$ cat src/rtl/core/mntr_pkg.sv
// Shared types and constants of the motion/noise level tracker core.
// Used by every module in rtl/core; depends on nothing.
package mntr_pkg;

    // Ring geometry: depth is a power of two by construction
    localparam int RING_AW    = 4;
    localparam int RING_DEPTH = 1 << RING_AW;
    localparam logic [RING_AW-1:0] RING_LAST = RING_AW'(RING_DEPTH - 1);

    // Filter gains
    localparam int IIR_SHIFT          = 4;
    localparam int NOISE_SMOOTH_SHIFT = 8;

    // Datapath widths
    localparam int MAG_W    = 16;
    localparam int SUM_W    = MAG_W + RING_AW + 1;
    localparam int IIR_W    = MAG_W + IIR_SHIFT;
    localparam int SN_W     = MAG_W + NOISE_SMOOTH_SHIFT;
    localparam int NOISE_W  = 14;
    localparam int MOTION_W = 21;
    localparam int NSHIFT_W = 3;

    // Fixed constants
    localparam logic [MAG_W-1:0]   ONE_G              = 16'h4000;
    localparam logic [NOISE_W-1:0] NOISE_CEIL         = 14'h3FFF;
    localparam logic [MAG_W-1:0]   NOISE_MARGIN_RESET = 16'h0230;
    localparam int                 MOTION_SCALE_SHIFT = 5;

    // Config port
    localparam int CFG_IDX_W  = 2;
    localparam int CFG_DATA_W = MOTION_W;
    localparam logic [CFG_IDX_W-1:0] CFG_NOISE_MARGIN  = 2'd0;
    localparam logic [CFG_IDX_W-1:0] CFG_MOTION_MARGIN = 2'd1;
    localparam logic [CFG_IDX_W-1:0] CFG_NOISE_SHIFT   = 2'd2;

    // Command queue between front and back
    localparam int QUEUE_AW    = 1;
    localparam int QUEUE_DEPTH = 1 << QUEUE_AW;

    typedef enum logic [0:0] {
        OP_SAMPLE  = 1'b0,
        OP_PRELOAD = 1'b1
    } op_t;

    typedef struct packed {
        logic             kind;
        logic [MAG_W-1:0] magnitude;
    } in_word_t;

    typedef struct packed {
        logic [MAG_W-1:0]    mean_level;
        logic [NOISE_W-1:0]  noise_score;
        logic [MOTION_W-1:0] motion_level;
    } out_word_t;

    typedef struct packed {
        op_t              op;
        logic [MAG_W-1:0] magnitude;
    } cmd_t;

    typedef struct packed {
        logic [MAG_W-1:0]    noise_margin;
        logic [MOTION_W-1:0] motion_margin;
        logic [NSHIFT_W-1:0] noise_shift;
    } cfg_t;

endpackage

$ cat src/rtl/core/motion_noise_level_tracker_core.sv
// A sample word gives a result word; on every 16th sample the transfer ring is
// first averaged into the long-term ring. A preload sweeps the rings in the back
// end and gives no result. The back end takes a new command only once it is done
// with the last one; its scan over the ring registers goes one index per cycle.
// Reset (aresetn, synchronous, active low) clears rings, pointers, filters and
// the queue at once and loads the config registers with their defaults.
module motion_noise_level_tracker_core (
    input  logic                                  aclk,
    input  logic                                  aresetn,
    input  logic                                  s_valid,
    output logic                                  s_ready,
    input  mntr_pkg::in_word_t                    s_data,
    output logic                                  m_valid,
    input  logic                                  m_ready,
    output mntr_pkg::out_word_t                   m_data,
    input  logic                                  cfg_we,
    input  logic [mntr_pkg::CFG_IDX_W-1:0]        cfg_index,
    input  logic [mntr_pkg::CFG_DATA_W-1:0]       cfg_wdata
);

    mntr_pkg::cfg_t cfg_reg, cfg_next;
    mntr_pkg::cmd_t cmd;
    logic           cmd_valid, cmd_ready;

    // Config register writes; unknown index is dropped
    always_comb begin
        cfg_next = cfg_reg;
        if (cfg_we) begin
            unique case (cfg_index)
                mntr_pkg::CFG_NOISE_MARGIN:
                    cfg_next.noise_margin = cfg_wdata[mntr_pkg::MAG_W-1:0];
                mntr_pkg::CFG_MOTION_MARGIN:
                    cfg_next.motion_margin = cfg_wdata[mntr_pkg::MOTION_W-1:0];
                mntr_pkg::CFG_NOISE_SHIFT:
                    cfg_next.noise_shift = cfg_wdata[mntr_pkg::NSHIFT_W-1:0];
                default: begin
                    cfg_next = cfg_reg;
                end
            endcase
        end
    end

    always_ff @(posedge aclk) begin
        if (!aresetn) begin
            cfg_reg.noise_margin  <= mntr_pkg::NOISE_MARGIN_RESET;
            cfg_reg.motion_margin <= '0;
            cfg_reg.noise_shift   <= '0;
        end else begin
            cfg_reg <= cfg_next;
        end
    end

    mntr_front u_front (
        .aclk      (aclk),
        .aresetn   (aresetn),
        .s_valid   (s_valid),
        .s_ready   (s_ready),
        .s_data    (s_data),
        .cmd_valid (cmd_valid),
        .cmd_ready (cmd_ready),
        .cmd       (cmd)
    );

    mntr_back u_back (
        .aclk      (aclk),
        .aresetn   (aresetn),
        .cmd_valid (cmd_valid),
        .cmd_ready (cmd_ready),
        .cmd       (cmd),
        .cfg       (cfg_reg),
        .m_valid   (m_valid),
        .m_ready   (m_ready),
        .m_data    (m_data)
    );

endmodule

$ cat src/rtl/core/mntr_front.sv
// Front end: accepts input words, decodes them into commands and queues them.
// Depends on mntr_pkg.
module mntr_front (
    input  logic              aclk,
    input  logic              aresetn,
    input  logic              s_valid,
    output logic              s_ready,
    input  mntr_pkg::in_word_t s_data,
    output logic              cmd_valid,
    input  logic              cmd_ready,
    output mntr_pkg::cmd_t    cmd
);

    mntr_pkg::cmd_t                 slot_reg [mntr_pkg::QUEUE_DEPTH];
    logic [mntr_pkg::QUEUE_AW-1:0]  wr_ptr_reg, wr_ptr_next;
    logic [mntr_pkg::QUEUE_AW-1:0]  rd_ptr_reg, rd_ptr_next;
    logic [mntr_pkg::QUEUE_AW:0]    count_reg, count_next;
    mntr_pkg::cmd_t                 new_cmd;
    logic                           push, pop;

    // Classify the incoming word
    always_comb begin
        new_cmd.op        = s_data.kind ? mntr_pkg::OP_PRELOAD : mntr_pkg::OP_SAMPLE;
        new_cmd.magnitude = s_data.magnitude;
    end

    assign s_ready   = (count_reg != (mntr_pkg::QUEUE_AW + 1)'(mntr_pkg::QUEUE_DEPTH));
    assign cmd_valid = (count_reg != '0);
    assign cmd       = slot_reg[rd_ptr_reg];
    assign push      = s_valid && s_ready;
    assign pop       = cmd_valid && cmd_ready;

    // Queue pointers and fill count
    always_comb begin
        wr_ptr_next = wr_ptr_reg + (mntr_pkg::QUEUE_AW)'(push);
        rd_ptr_next = rd_ptr_reg + (mntr_pkg::QUEUE_AW)'(pop);
        count_next  = count_reg;
        if (push && !pop) begin
            count_next = count_reg + 1'b1;
        end else if (pop && !push) begin
            count_next = count_reg - 1'b1;
        end
    end

    always_ff @(posedge aclk) begin
        if (!aresetn) begin
            wr_ptr_reg <= '0;
            rd_ptr_reg <= '0;
            count_reg  <= '0;
        end else begin
            wr_ptr_reg <= wr_ptr_next;
            rd_ptr_reg <= rd_ptr_next;
            count_reg  <= count_next;
        end
    end

    // Queue storage, no reset
    always_ff @(posedge aclk) begin
        if (push) begin
            slot_reg[wr_ptr_reg] <= new_cmd;
        end
    end

endmodule

$ cat src/rtl/core/mntr_back.sv
// Back end: ring bookkeeping, sum/deviation scan, filters and result register.
// Depends on mntr_pkg.
module mntr_back (
    input  logic                aclk,
    input  logic                aresetn,
    input  logic                cmd_valid,
    output logic                cmd_ready,
    input  mntr_pkg::cmd_t      cmd,
    input  mntr_pkg::cfg_t      cfg,
    output logic                m_valid,
    input  logic                m_ready,
    output mntr_pkg::out_word_t m_data
);

    typedef enum logic [2:0] {
        ST_IDLE,
        ST_FILL,
        ST_MOVE,
        ST_TSUM,
        ST_SCAN,
        ST_FIN,
        ST_OUT
    } state_t;

    localparam int MW = mntr_pkg::MAG_W;
    localparam int AW = mntr_pkg::RING_AW;

    function automatic logic [MW-1:0] abs_diff(input logic [MW-1:0] a, input logic [MW-1:0] b);
        return (a > b) ? (a - b) : (b - a);
    endfunction

    // Ring storage: one read address per ring
    logic [MW-1:0] recent_reg   [mntr_pkg::RING_DEPTH];
    logic [MW-1:0] transfer_reg [mntr_pkg::RING_DEPTH];
    logic [MW-1:0] long_reg     [mntr_pkg::RING_DEPTH];

    state_t                       state_reg, state_next;
    logic [AW-1:0]                idx_reg, idx_next;
    logic [AW-1:0]                rp_reg, rp_next;
    logic [AW-1:0]                tp_reg, tp_next;
    logic [AW-1:0]                lp_reg, lp_next;
    logic [mntr_pkg::IIR_W-1:0]   iir_reg, iir_next;
    logic [MW-1:0]                pm_reg, pm_next;
    logic [mntr_pkg::SN_W-1:0]    sn_reg, sn_next;
    logic [mntr_pkg::SUM_W-1:0]   acc_reg, acc_next;
    logic [mntr_pkg::SUM_W-1:0]   dev_reg, dev_next;
    logic [MW-1:0]                mag_reg, mag_next;
    logic                         m_valid_reg, m_valid_next;
    mntr_pkg::out_word_t          m_data_reg, m_data_next;

    // Ring port signals
    logic [AW-1:0] recent_raddr;
    logic [MW-1:0] recent_rd, transfer_rd, long_rd;
    logic          recent_we, transfer_we, long_we;
    logic [AW-1:0] recent_waddr, transfer_waddr, long_waddr;
    logic [MW-1:0] recent_wdata, transfer_wdata, long_wdata;

    // Result terms
    logic [MW-1:0]                 noise_raw, noise_sub, noise_sh, avg, motion_diff;
    logic [mntr_pkg::MOTION_W-1:0] motion_scaled;
    mntr_pkg::out_word_t           result;
    logic [mntr_pkg::SUM_W-1:0]    tsum;

    assign recent_raddr = (state_reg == ST_MOVE) ? rp_reg : idx_reg;
    assign recent_rd    = recent_reg[recent_raddr];
    assign transfer_rd  = transfer_reg[idx_reg];
    assign long_rd      = long_reg[idx_reg];
    assign tsum         = acc_reg + mntr_pkg::SUM_W'(transfer_rd);

    assign cmd_ready = (state_reg == ST_IDLE);
    assign m_valid   = m_valid_reg;
    assign m_data    = m_data_reg;

    // Noise and motion from the filter registers
    always_comb begin
        noise_raw   = sn_reg[mntr_pkg::NOISE_SMOOTH_SHIFT +: MW];
        noise_sub   = (noise_raw > cfg.noise_margin) ? (noise_raw - cfg.noise_margin) : '0;
        noise_sh    = noise_sub >> cfg.noise_shift;
        avg         = iir_reg[mntr_pkg::IIR_SHIFT +: MW];
        motion_diff = abs_diff(avg, mntr_pkg::ONE_G);
        motion_scaled = {motion_diff, {mntr_pkg::MOTION_SCALE_SHIFT{1'b0}}};
        result.mean_level  = pm_reg;
        result.noise_score = (noise_sh > MW'(mntr_pkg::NOISE_CEIL))
                           ? mntr_pkg::NOISE_CEIL : noise_sh[mntr_pkg::NOISE_W-1:0];
        result.motion_level = (motion_scaled > cfg.motion_margin)
                            ? (motion_scaled - cfg.motion_margin) : '0;
    end

    // Sequencer
    always_comb begin
        state_next   = state_reg;
        idx_next     = idx_reg;
        rp_next      = rp_reg;
        tp_next      = tp_reg;
        lp_next      = lp_reg;
        iir_next     = iir_reg;
        pm_next      = pm_reg;
        sn_next      = sn_reg;
        acc_next     = acc_reg;
        dev_next     = dev_reg;
        mag_next     = mag_reg;
        m_valid_next = m_valid_reg && !m_ready;
        m_data_next  = m_data_reg;

        recent_we      = 1'b0;
        transfer_we    = 1'b0;
        long_we        = 1'b0;
        recent_waddr   = idx_reg;
        transfer_waddr = idx_reg;
        long_waddr     = idx_reg;
        recent_wdata   = mag_reg;
        transfer_wdata = mag_reg;
        long_wdata     = mag_reg;

        unique case (state_reg)
            ST_IDLE: begin
                if (cmd_valid) begin
                    mag_next = cmd.magnitude;
                    idx_next = '0;
                    if (cmd.op == mntr_pkg::OP_PRELOAD) begin
                        iir_next   = mntr_pkg::IIR_W'(cmd.magnitude) << mntr_pkg::IIR_SHIFT;
                        state_next = ST_FILL;
                    end else begin
                        state_next = ST_MOVE;
                    end
                end
            end
            // Preload sweep: one entry of each ring per cycle
            ST_FILL: begin
                recent_we   = 1'b1;
                transfer_we = 1'b1;
                long_we     = 1'b1;
                idx_next    = idx_reg + 1'b1;
                if (idx_reg == mntr_pkg::RING_LAST) begin
                    state_next = ST_IDLE;
                end
            end
            // Oldest recent sample moves to the transfer ring, new sample enters
            ST_MOVE: begin
                transfer_we    = 1'b1;
                transfer_waddr = tp_reg;
                transfer_wdata = recent_rd;
                recent_we      = 1'b1;
                recent_waddr   = rp_reg;
                rp_next        = rp_reg + 1'b1;
                tp_next        = tp_reg + 1'b1;
                iir_next       = iir_reg - (iir_reg >> mntr_pkg::IIR_SHIFT)
                               + mntr_pkg::IIR_W'(mag_reg);
                acc_next       = '0;
                dev_next       = '0;
                idx_next       = '0;
                state_next     = (tp_reg == mntr_pkg::RING_LAST) ? ST_TSUM : ST_SCAN;
            end
            // Transfer ring full: its mean goes into the long-term ring
            ST_TSUM: begin
                acc_next = tsum;
                idx_next = idx_reg + 1'b1;
                if (idx_reg == mntr_pkg::RING_LAST) begin
                    long_we    = 1'b1;
                    long_waddr = lp_reg;
                    long_wdata = tsum[AW +: MW];
                    lp_next    = lp_reg + 1'b1;
                    acc_next   = '0;
                    state_next = ST_SCAN;
                end
            end
            // Sum and deviation over both rings, one index per cycle
            ST_SCAN: begin
                acc_next = acc_reg + mntr_pkg::SUM_W'(recent_rd) + mntr_pkg::SUM_W'(long_rd);
                dev_next = dev_reg + mntr_pkg::SUM_W'(abs_diff(recent_rd, pm_reg))
                         + mntr_pkg::SUM_W'(abs_diff(long_rd, pm_reg));
                idx_next = idx_reg + 1'b1;
                if (idx_reg == mntr_pkg::RING_LAST) begin
                    state_next = ST_FIN;
                end
            end
            ST_FIN: begin
                pm_next    = acc_reg[AW+1 +: MW];
                sn_next    = sn_reg - (sn_reg >> mntr_pkg::NOISE_SMOOTH_SHIFT)
                           + mntr_pkg::SN_W'(dev_reg[AW+1 +: MW]);
                state_next = ST_OUT;
            end
            // Wait for a free result register
            ST_OUT: begin
                if (!m_valid_reg) begin
                    m_valid_next = 1'b1;
                    m_data_next  = result;
                    state_next   = ST_IDLE;
                end
            end
            default: begin
                state_next = ST_IDLE;
            end
        endcase
    end

    always_ff @(posedge aclk) begin
        if (!aresetn) begin
            state_reg   <= ST_IDLE;
            idx_reg     <= '0;
            rp_reg      <= '0;
            tp_reg      <= '0;
            lp_reg      <= '0;
            iir_reg     <= '0;
            pm_reg      <= '0;
            sn_reg      <= '0;
            m_valid_reg <= 1'b0;
        end else begin
            state_reg   <= state_next;
            idx_reg     <= idx_next;
            rp_reg      <= rp_next;
            tp_reg      <= tp_next;
            lp_reg      <= lp_next;
            iir_reg     <= iir_next;
            pm_reg      <= pm_next;
            sn_reg      <= sn_next;
            m_valid_reg <= m_valid_next;
        end
        acc_reg    <= acc_next;
        dev_reg    <= dev_next;
        mag_reg    <= mag_next;
        m_data_reg <= m_data_next;
    end

    // Ring registers, cleared to zero at reset
    always_ff @(posedge aclk) begin
        if (!aresetn) begin
            for (int i = 0; i < mntr_pkg::RING_DEPTH; i++) begin
                recent_reg[i]   <= '0;
                transfer_reg[i] <= '0;
                long_reg[i]     <= '0;
            end
        end else begin
            if (recent_we) begin
                recent_reg[recent_waddr] <= recent_wdata;
            end
            if (transfer_we) begin
                transfer_reg[transfer_waddr] <= transfer_wdata;
            end
            if (long_we) begin
                long_reg[long_waddr] <= long_wdata;
            end
        end
    end

endmodule

$ cat config.mk
export PLATFORM = sky130hd
export DESIGN_NAME = motion_noise_level_tracker_core
export DESIGN_NICKNAME = d
export VERILOG_FILES = /design/src/rtl/core/mntr_pkg.sv /design/src/rtl/core/motion_noise_level_tracker_core.sv /design/src/rtl/core/mntr_front.sv /design/src/rtl/core/mntr_back.sv
export SDC_FILE = /design/constraint.sdc
export NUM_CORES = 2
export LEC_CHECK = 0
export BUFFER_PORTS_ARGS = -buffer_cell sky130_fd_sc_hd__buf_2
export CORE_ASPECT_RATIO = 0.7
export CORE_MARGIN = 3
export CORE_UTILIZATION = 62
export DETAILED_ROUTE_END_ITERATION = 8
export PLACE_DENSITY = 0.82
export SYNTH_ARGS = -nofsm -noshare
export SYNTH_HDL_FRONTEND = slang
export SYNTH_SLANG_ARGS = --single-unit
$ cat constraint.sdc
create_clock -name aclk -period 10.3 [get_ports aclk]
set_clock_uncertainty 0.05 [all_clocks]
set_input_delay 0.515 -clock aclk [delete_from_list [all_inputs] [get_ports aclk]]
set_output_delay 0.515 -clock aclk [all_outputs]
set_load 0.005 [all_outputs]
After elaboration in Yosys (flattened, before gate mapping)

Memory sizes are Yosys's and may differ from the RTL's. A register that Yosys moved wholly into a read port is not among the register bits.
Index checks and enable logic that the tools add are counted.

Add/subtract/negate cells: 25
Order comparisons: 6
Equal/unequal tests: 17
Shift-type cells: 1
Muxes and demuxes: 58
Bitwise gates (word level): 1
Reduce and logical (&&, ||, !) cells: 30

Operators by type and width:

| kind                                                 | number |
|---|---|
| two-way mux 16 bit                                   | 10 |
| adder 21 x 16 -> 21 bit                              | 5 |
| subtractor 16 bit                                    | 5 |
| one-hot mux 21 bit (3 select lines)                  | 1 |
| > comparator 16 bit                                  | 3 |
| two-way mux 4 bit                                    | 12 |
| OR reduction 16 bit                                  | 3 |
| one-hot mux 21 bit (2 select lines)                  | 1 |
| two-way mux 20 bit                                   | 2 |
| one-hot mux 20 bit (2 select lines)                  | 1 |
| adder 24 x 16 -> 24 bit                              | 1 |
| subtractor 24 x 16 -> 24 bit                         | 1 |
| > comparator 21 bit                                  | 1 |
| two-way mux 21 bit                                   | 1 |
| one-hot mux 3 bit (7 select lines)                   | 1 |
| subtractor 21 bit                                    | 1 |
| adder 20 x 16 -> 20 bit                              | 1 |
| subtractor 20 x 16 -> 20 bit                         | 1 |
| two-way mux 1 bit                                    | 18 |
| two-way mux 3 bit                                    | 6 |
| adder 4 x 1 -> 4 bit, second input constant          | 4 |
| > comparator 16 x 14 -> 1 bit, second input constant | 1 |
| > comparator 16 x 15 -> 1 bit, second input constant | 1 |
| >> shifter 16 x 3 -> 16 bit                          | 1 |
| other kinds (28)                                     | 56 |

Bits in registers: 233
Memory bits (writable): 802
Bits of input ports: 45
Output and inout port bits: 53
Logic and storage cells: 163
Memories kept: 4

Memories:

| name                | words | width | rd ports | clocked after Yosys merged registers in | wr ports | RTL line         | text |
|---|---|---|---|---|---|---|---|
| u_back.long_reg     | 16    | 16    | 1        | 1                                       | 16       | mntr_back.sv:35  | `logic [MW-1:0] long_reg [mntr_pkg::RING_DEPTH];` |
| u_back.recent_reg   | 16    | 16    | 1        | 0                                       | 16       | mntr_back.sv:33  | `logic [MW-1:0] recent_reg [mntr_pkg::RING_DEPTH];` |
| u_back.transfer_reg | 16    | 16    | 1        | 1                                       | 16       | mntr_back.sv:34  | `logic [MW-1:0] transfer_reg [mntr_pkg::RING_DEPTH];` |
| u_front.slot_reg    | 2     | 17    | 1        | 1                                       | 1        | mntr_front.sv:14 | `mntr_pkg::cmd_t slot_reg [mntr_pkg::QUEUE_DEPTH];` |

Depth between registers and ports, before layout

Depth in word-level cells: 8
Depth in mapped cells: 37
Gate-level depth less buffers: 33

Modules after synthesis

From an unflattened synthesis, not the netlist that was laid out.

Cells, all modules: 4774
Area total of the unflattened synthesis: 56055.0 sq um

By module, submodules not included:

| module                          | instances | cells an instance | area an instance (sq um) | sequential area each (sq um) |
|---|---|---|---|---|
| mntr_back                       | 1         | 4538              | 53015.8                  | 28016.9 |
| motion_noise_level_tracker_core | 1         | 160               | 1579.0                   | 800.8 |
| mntr_front                      | 1         | 76                | 1460.2                   | 1121.1 |

Worst setup path before layout

OpenSTA, ideal clock, no wires.

Path kind: register to register
Start: register (tool-made name)
End: register u_back.dev_reg[19] (netlist bit), data pin
Library setup time: 0.270 ns
Data arrival time: 7.286 ns
Required time: 9.980 ns
Setup slack: 2.695 ns
Cell stages (with the launch flop): 32
Path buffers: 3
Clock period less this slack: 7.605 ns
Cell sequence: dfxtp_1 > clkbuf_1 > buf_1 > mux4_2 > mux4_2 > inv_1 > ha_1 > inv_1 > fa_1 > a21o_1 > a21o_1 > a21oi_1 > o21ai_0 > nand2_1 > a21oi_1 > o221ai_2 > clkbuf_1 > mux2i_1 > fa_1 > inv_1 > ha_1 > fa_1 > a21o_1 > a21oi_1 > o21bai_1 > a31o_2 > a21oi_1 > a211oi_1 > o31a_1 > o22ai_1 > or3_1 > a21oi_1

RTL lines:

| element                | RTL line         | text |
|---|---|---|
| end signal: assignment | mntr_back.sv:220 | `dev_reg <= dev_next;` |
| end: declaration       | mntr_back.sv:46  | `logic [mntr_pkg::SUM_W-1:0] dev_reg, dev_next;` |

Worst setup path in the final report

Start: register u_back.state_reg[1]
End: register u_back.dev_reg[19] (netlist bit), data pin

Cells in the longest elaborated chain, start to end: 8
Elaborated cells between the ends (all ways): 11
Those cells by class: 4 x add/sub; 1 x order compare; 2 x eq/ne; 3 x mux; 1 x memory

RTL lines:

| element                                                  | RTL line                          | text |
|---|---|---|
| start: declaration                                       | mntr_back.sv:37                   | `state_t state_reg, state_next;` |
| start signal: assignment                                 | mntr_back.sv:209                  | `state_reg <= state_next;` |
| equality test 3 x 2 -> 1 bit                             | mntr_back.sv:64, mntr_back.sv:115 |  |
| two-way mux 4 bit                                        | mntr_back.sv:64                   | `assign recent_raddr = (state_reg == ST_MOVE) ? rp_reg : idx_reg;` |
| memory (16 x 16 bit)                                     | -                                 |  |
| subtractor 16 bit or > comparator 16 bit (tied branches) | mntr_back.sv:29                   | `return (a > b) ? (a - b) : (b - a);` |
| two-way mux 16 bit                                       | mntr_back.sv:29                   |  |
| adder 21 x 16 -> 21 bit                                  | mntr_back.sv:170                  | `dev_next = dev_reg + mntr_pkg::SUM_W'(abs_diff(recent_rd, pm_reg))` |
| adder 21 x 16 -> 21 bit                                  | mntr_back.sv:171                  | `+ mntr_pkg::SUM_W'(abs_diff(long_rd, pm_reg));` |
| one-hot mux 21 bit (2 select lines) *                    | mntr_back.sv:115                  | `unique case (state_reg)` |

Every way passes the cells marked *; elsewhere a longest branch is shown, timed or not.
A chain may end at the register's enable or synchronous reset.

==> impl_metrics.json <==
{
  "status": "finished, final reports clean",
  "crit_path_max_fanout": 88,
  "reg2reg_depth": 30,
  "synth_cell_type_count": 97,
  "max_cap_viol_count": 0,
  "worst_pin_slew_ns": 1.40,
  "die_w_um": 366,
  "chipHeight_um": 258,
  "grt_max_degree": 131,
  "antenna_found_initial": 7,
  "path_class": "reg2reg",
  "clock_latency_ns": 0.72,
  "fmax_mhz": 105,
  "cp.arrival_ns": 9.92,
  "clk_pin_slew_ns": 0.06,
  "p_total_mw": 21.8,
  "max_stage_delay_ns": 0.89,
  "core_mm2": 0.0890,
  "drt_first_pass_iters": 7,
  "yosysSeqAreaShare": 0.532,
  "synth-seq-cells": 1040,
  "syn-num-nets": 5381,
  "layout_common_cells": "edfxtp_1 (911), nor2_1 (659), nand2_1 (572)",
  "grt_pass1_vias": 39100,
  "ys_warn_count": 0,
  "worstHoldPathType": "in2reg",
  "final_util": 0.688,
  "ant_nets": 0,
  "syn_avg_cell_area_um2": 11.1,
  "drtIter0Drc": 6469,
  "fillers": 6313,
  "rows": 91,
  "hold_viol_final": 0,
  "fp.dieArea_mm2": 0.0946,
  "p_leak_nw": 22.7,
  "hp-start": "cfg_wdata[7]",
  "endpoint_kind": "register",
  "clockBufferDepth": 3,
  "ios": 98,
  "gp_congestion": 0.997,
  "crit_slowest_cell": "mux2_4",
  "drc": 0,
  "syn2layout_area_growth_pct": 8.77,
  "drt-wirelength-per-cell_um": 25.7,
  "rsz0062_at_grt": "no",
  "max_slew_margin": 0.0474,
  "layout_commonest_cell": "edfxtp_1",
  "initial_core_util": 0.633,
  "fin_tns_setup_ns": 0,
  "grt_pass1_wl_um": 245000,
  "syn_area_mm2": 0.0563,
  "io_buffers": 97,
  "wl_um": 163000,
  "fin_nets": 5343,
  "clock_tree.root_cell": "clkbuf_16",
  "fin_crit_sh": 0.926,
  "drive_above_1_share": 0.119,
  "clock_sinks": 1040,
  "viasPerCell": 6.58,
  "cts-resized-gates": 0,
  "synth_edf_count": 911,
  "track_usage": 0.341,
  "cp_data_required_time_ns": 10.68,
  "final-setup-viol-count": 0,
  "cts-htree-levels": 3,
  "hold_depth": 3,
  "stdcell_area_mm2": 0.0613,
  "crit_top_cell": "a21oi_1",
  "num_vias": 41600,
  "place_hpwl_um": 109000,
  "place_area_mm2": 0.0577,
  "overflow": 0,
  "syn_inst": 5065,
  "ir_worst_vdd_mv": 0.493,
  "synthFlopType": "edfxtp_1",
  "maxSlewViolCount": 0,
  "ys_async_sr_fraction": 0,
  "r2r_start": "u_back.state_reg[1]$_SDFFE_PN0P_",
  "cts_tree": "done",
  "cts_setup_buffers": 0,
  "cts_buffers": 96,
  "period_needed_ns": 9.53,
  "powerDensity_mw_per_mm2": 357,
  "start_kind": "register",
  "cp-startpoint": "u_back.state_reg[1]$_SDFFE_PN0P_"
}
## path summary, 6_finish.rpt
path,slack [ns],to
max,0.77,u_back.dev_reg[19]$_SDFFCE_PN0P_
min,0.04,cfg_reg[31]$_SDFFE_PN0P_
max reg2reg,0.77,u_back.dev_reg[19]$_SDFFCE_PN0P_
min reg2reg,0.42,u_back.sn_reg[0]$_SDFFE_PN0P_
## worst max-delay path, delay by kind of cell, from the launching register on
kind / cells / cell delay [ns]
fa+ha+maj: 4 / 1.57
compound gates: 15 / 3.22
buf+inv: 2 / 0.39
simple gates: 6 / 1.42
flops: 1 / 0.72
mux: 3 / 1.77
## metrics by stage
step,setup slack [ns],instances,hold WS (ns)
detailed placement,1.03,6110,0.410
global placement,1.29,6110,0.396
CTS,1.02,6320,0.000254
finish,0.766,6324,0.0396
global route,0.353,6320,0.0255
floorplan,2.69,5065,0.380
## what timing repair did
action / in CTS / in global routing
hold buffers: 28 / 0
hold endpoints to repair: 46 / 0
endpoints found under the setup margin: 0 / 0
## cells in the mapped netlist, drive strengths merged, types with 7 or more instances
library cell / number / share of area
a211oi: 22 / 0.0029
a31oi: 56 / 0.0062
o21ai: 152 / 0.014
a21boi: 67 / 0.0089
nand3b: 11 / 0.0015
nor3: 236 / 0.021
o311ai: 10 / 0.0016
nand2b: 18 / 0.0021
and3: 49 / 0.0056
ha: 199 / 0.044
o211ai: 15 / 0.0021
nand3: 113 / 0.010
a21o: 63 / 0.0084
nor3b: 10 / 0.0013
mux2: 30 / 0.0060
fa: 72 / 0.026
xnor2: 97 / 0.015
or4: 7 / 0.0010
and2: 46 / 0.0051
clkbuf: 238 / 0.017
o31ai: 16 / 0.0024
or3: 16 / 0.0018
a21oi: 174 / 0.016
o21a: 20 / 0.0027
mux4: 164 / 0.066
a311oi: 35 / 0.0059
xor2: 61 / 0.0095
nand2: 576 / 0.038
o21bai: 27 / 0.0036
nand4: 22 / 0.0024
edfxtp: 911 / 0.49
mux2i: 82 / 0.018
nor4: 75 / 0.0083
or2: 7 / 0.00078
nor2: 661 / 0.044
buf: 95 / 0.0081
clkinv: 16 / 0.0011
dfxtp: 129 / 0.046
nor2b: 42 / 0.0047
inv: 349 / 0.023
## logic make-up after synthesis
kind of cell | after synthesis | synth area share
XOR/XNOR | 158 | 0.0246
multiplexers | 276 | 0.0898
AO/OA/AOI/OAI | 725 | 0.0855
adder cells (fa/ha/maj) | 271 | 0.0698
flip-flops | 1040 | 0.532
AND/OR/NAND/NOR | 1896 | 0.149
buffers and inverters | 699 | 0.0494
## routing by layer
layer	wire, µm	track usage	vias to the layer above
met2	67800	0.474	3111
met1	63800	0.510	20100
li1	-	-	18000
met4	5410	0.108	6
met3	25700	0.109	382
met5	31	0	-
## power by group
group | internal [mW] | switching, mW
Clock | 2.12 | 1.70
Combinational | 4.84 | 7.71
Sequential | 5.10 | 0.374
## cell type report
type | instances | area [µm²] | area share
Clock buffer | 121 | 2610 | 0.0426
Antenna cell | 4 | 10.0 | 0.000163
Sequential cell | 1040 | 29900 | 0.489
Inverter | 365 | 1370 | 0.0224
Tap cell | 1209 | 1510 | 0.0247
Timing Repair Buffer | 198 | 1350 | 0.0220
Clock inverter | 61 | 711 | 0.0116
Multi-Input combinational cell | 3326 | 23800 | 0.388
Power figures use the tool's default switching activity.
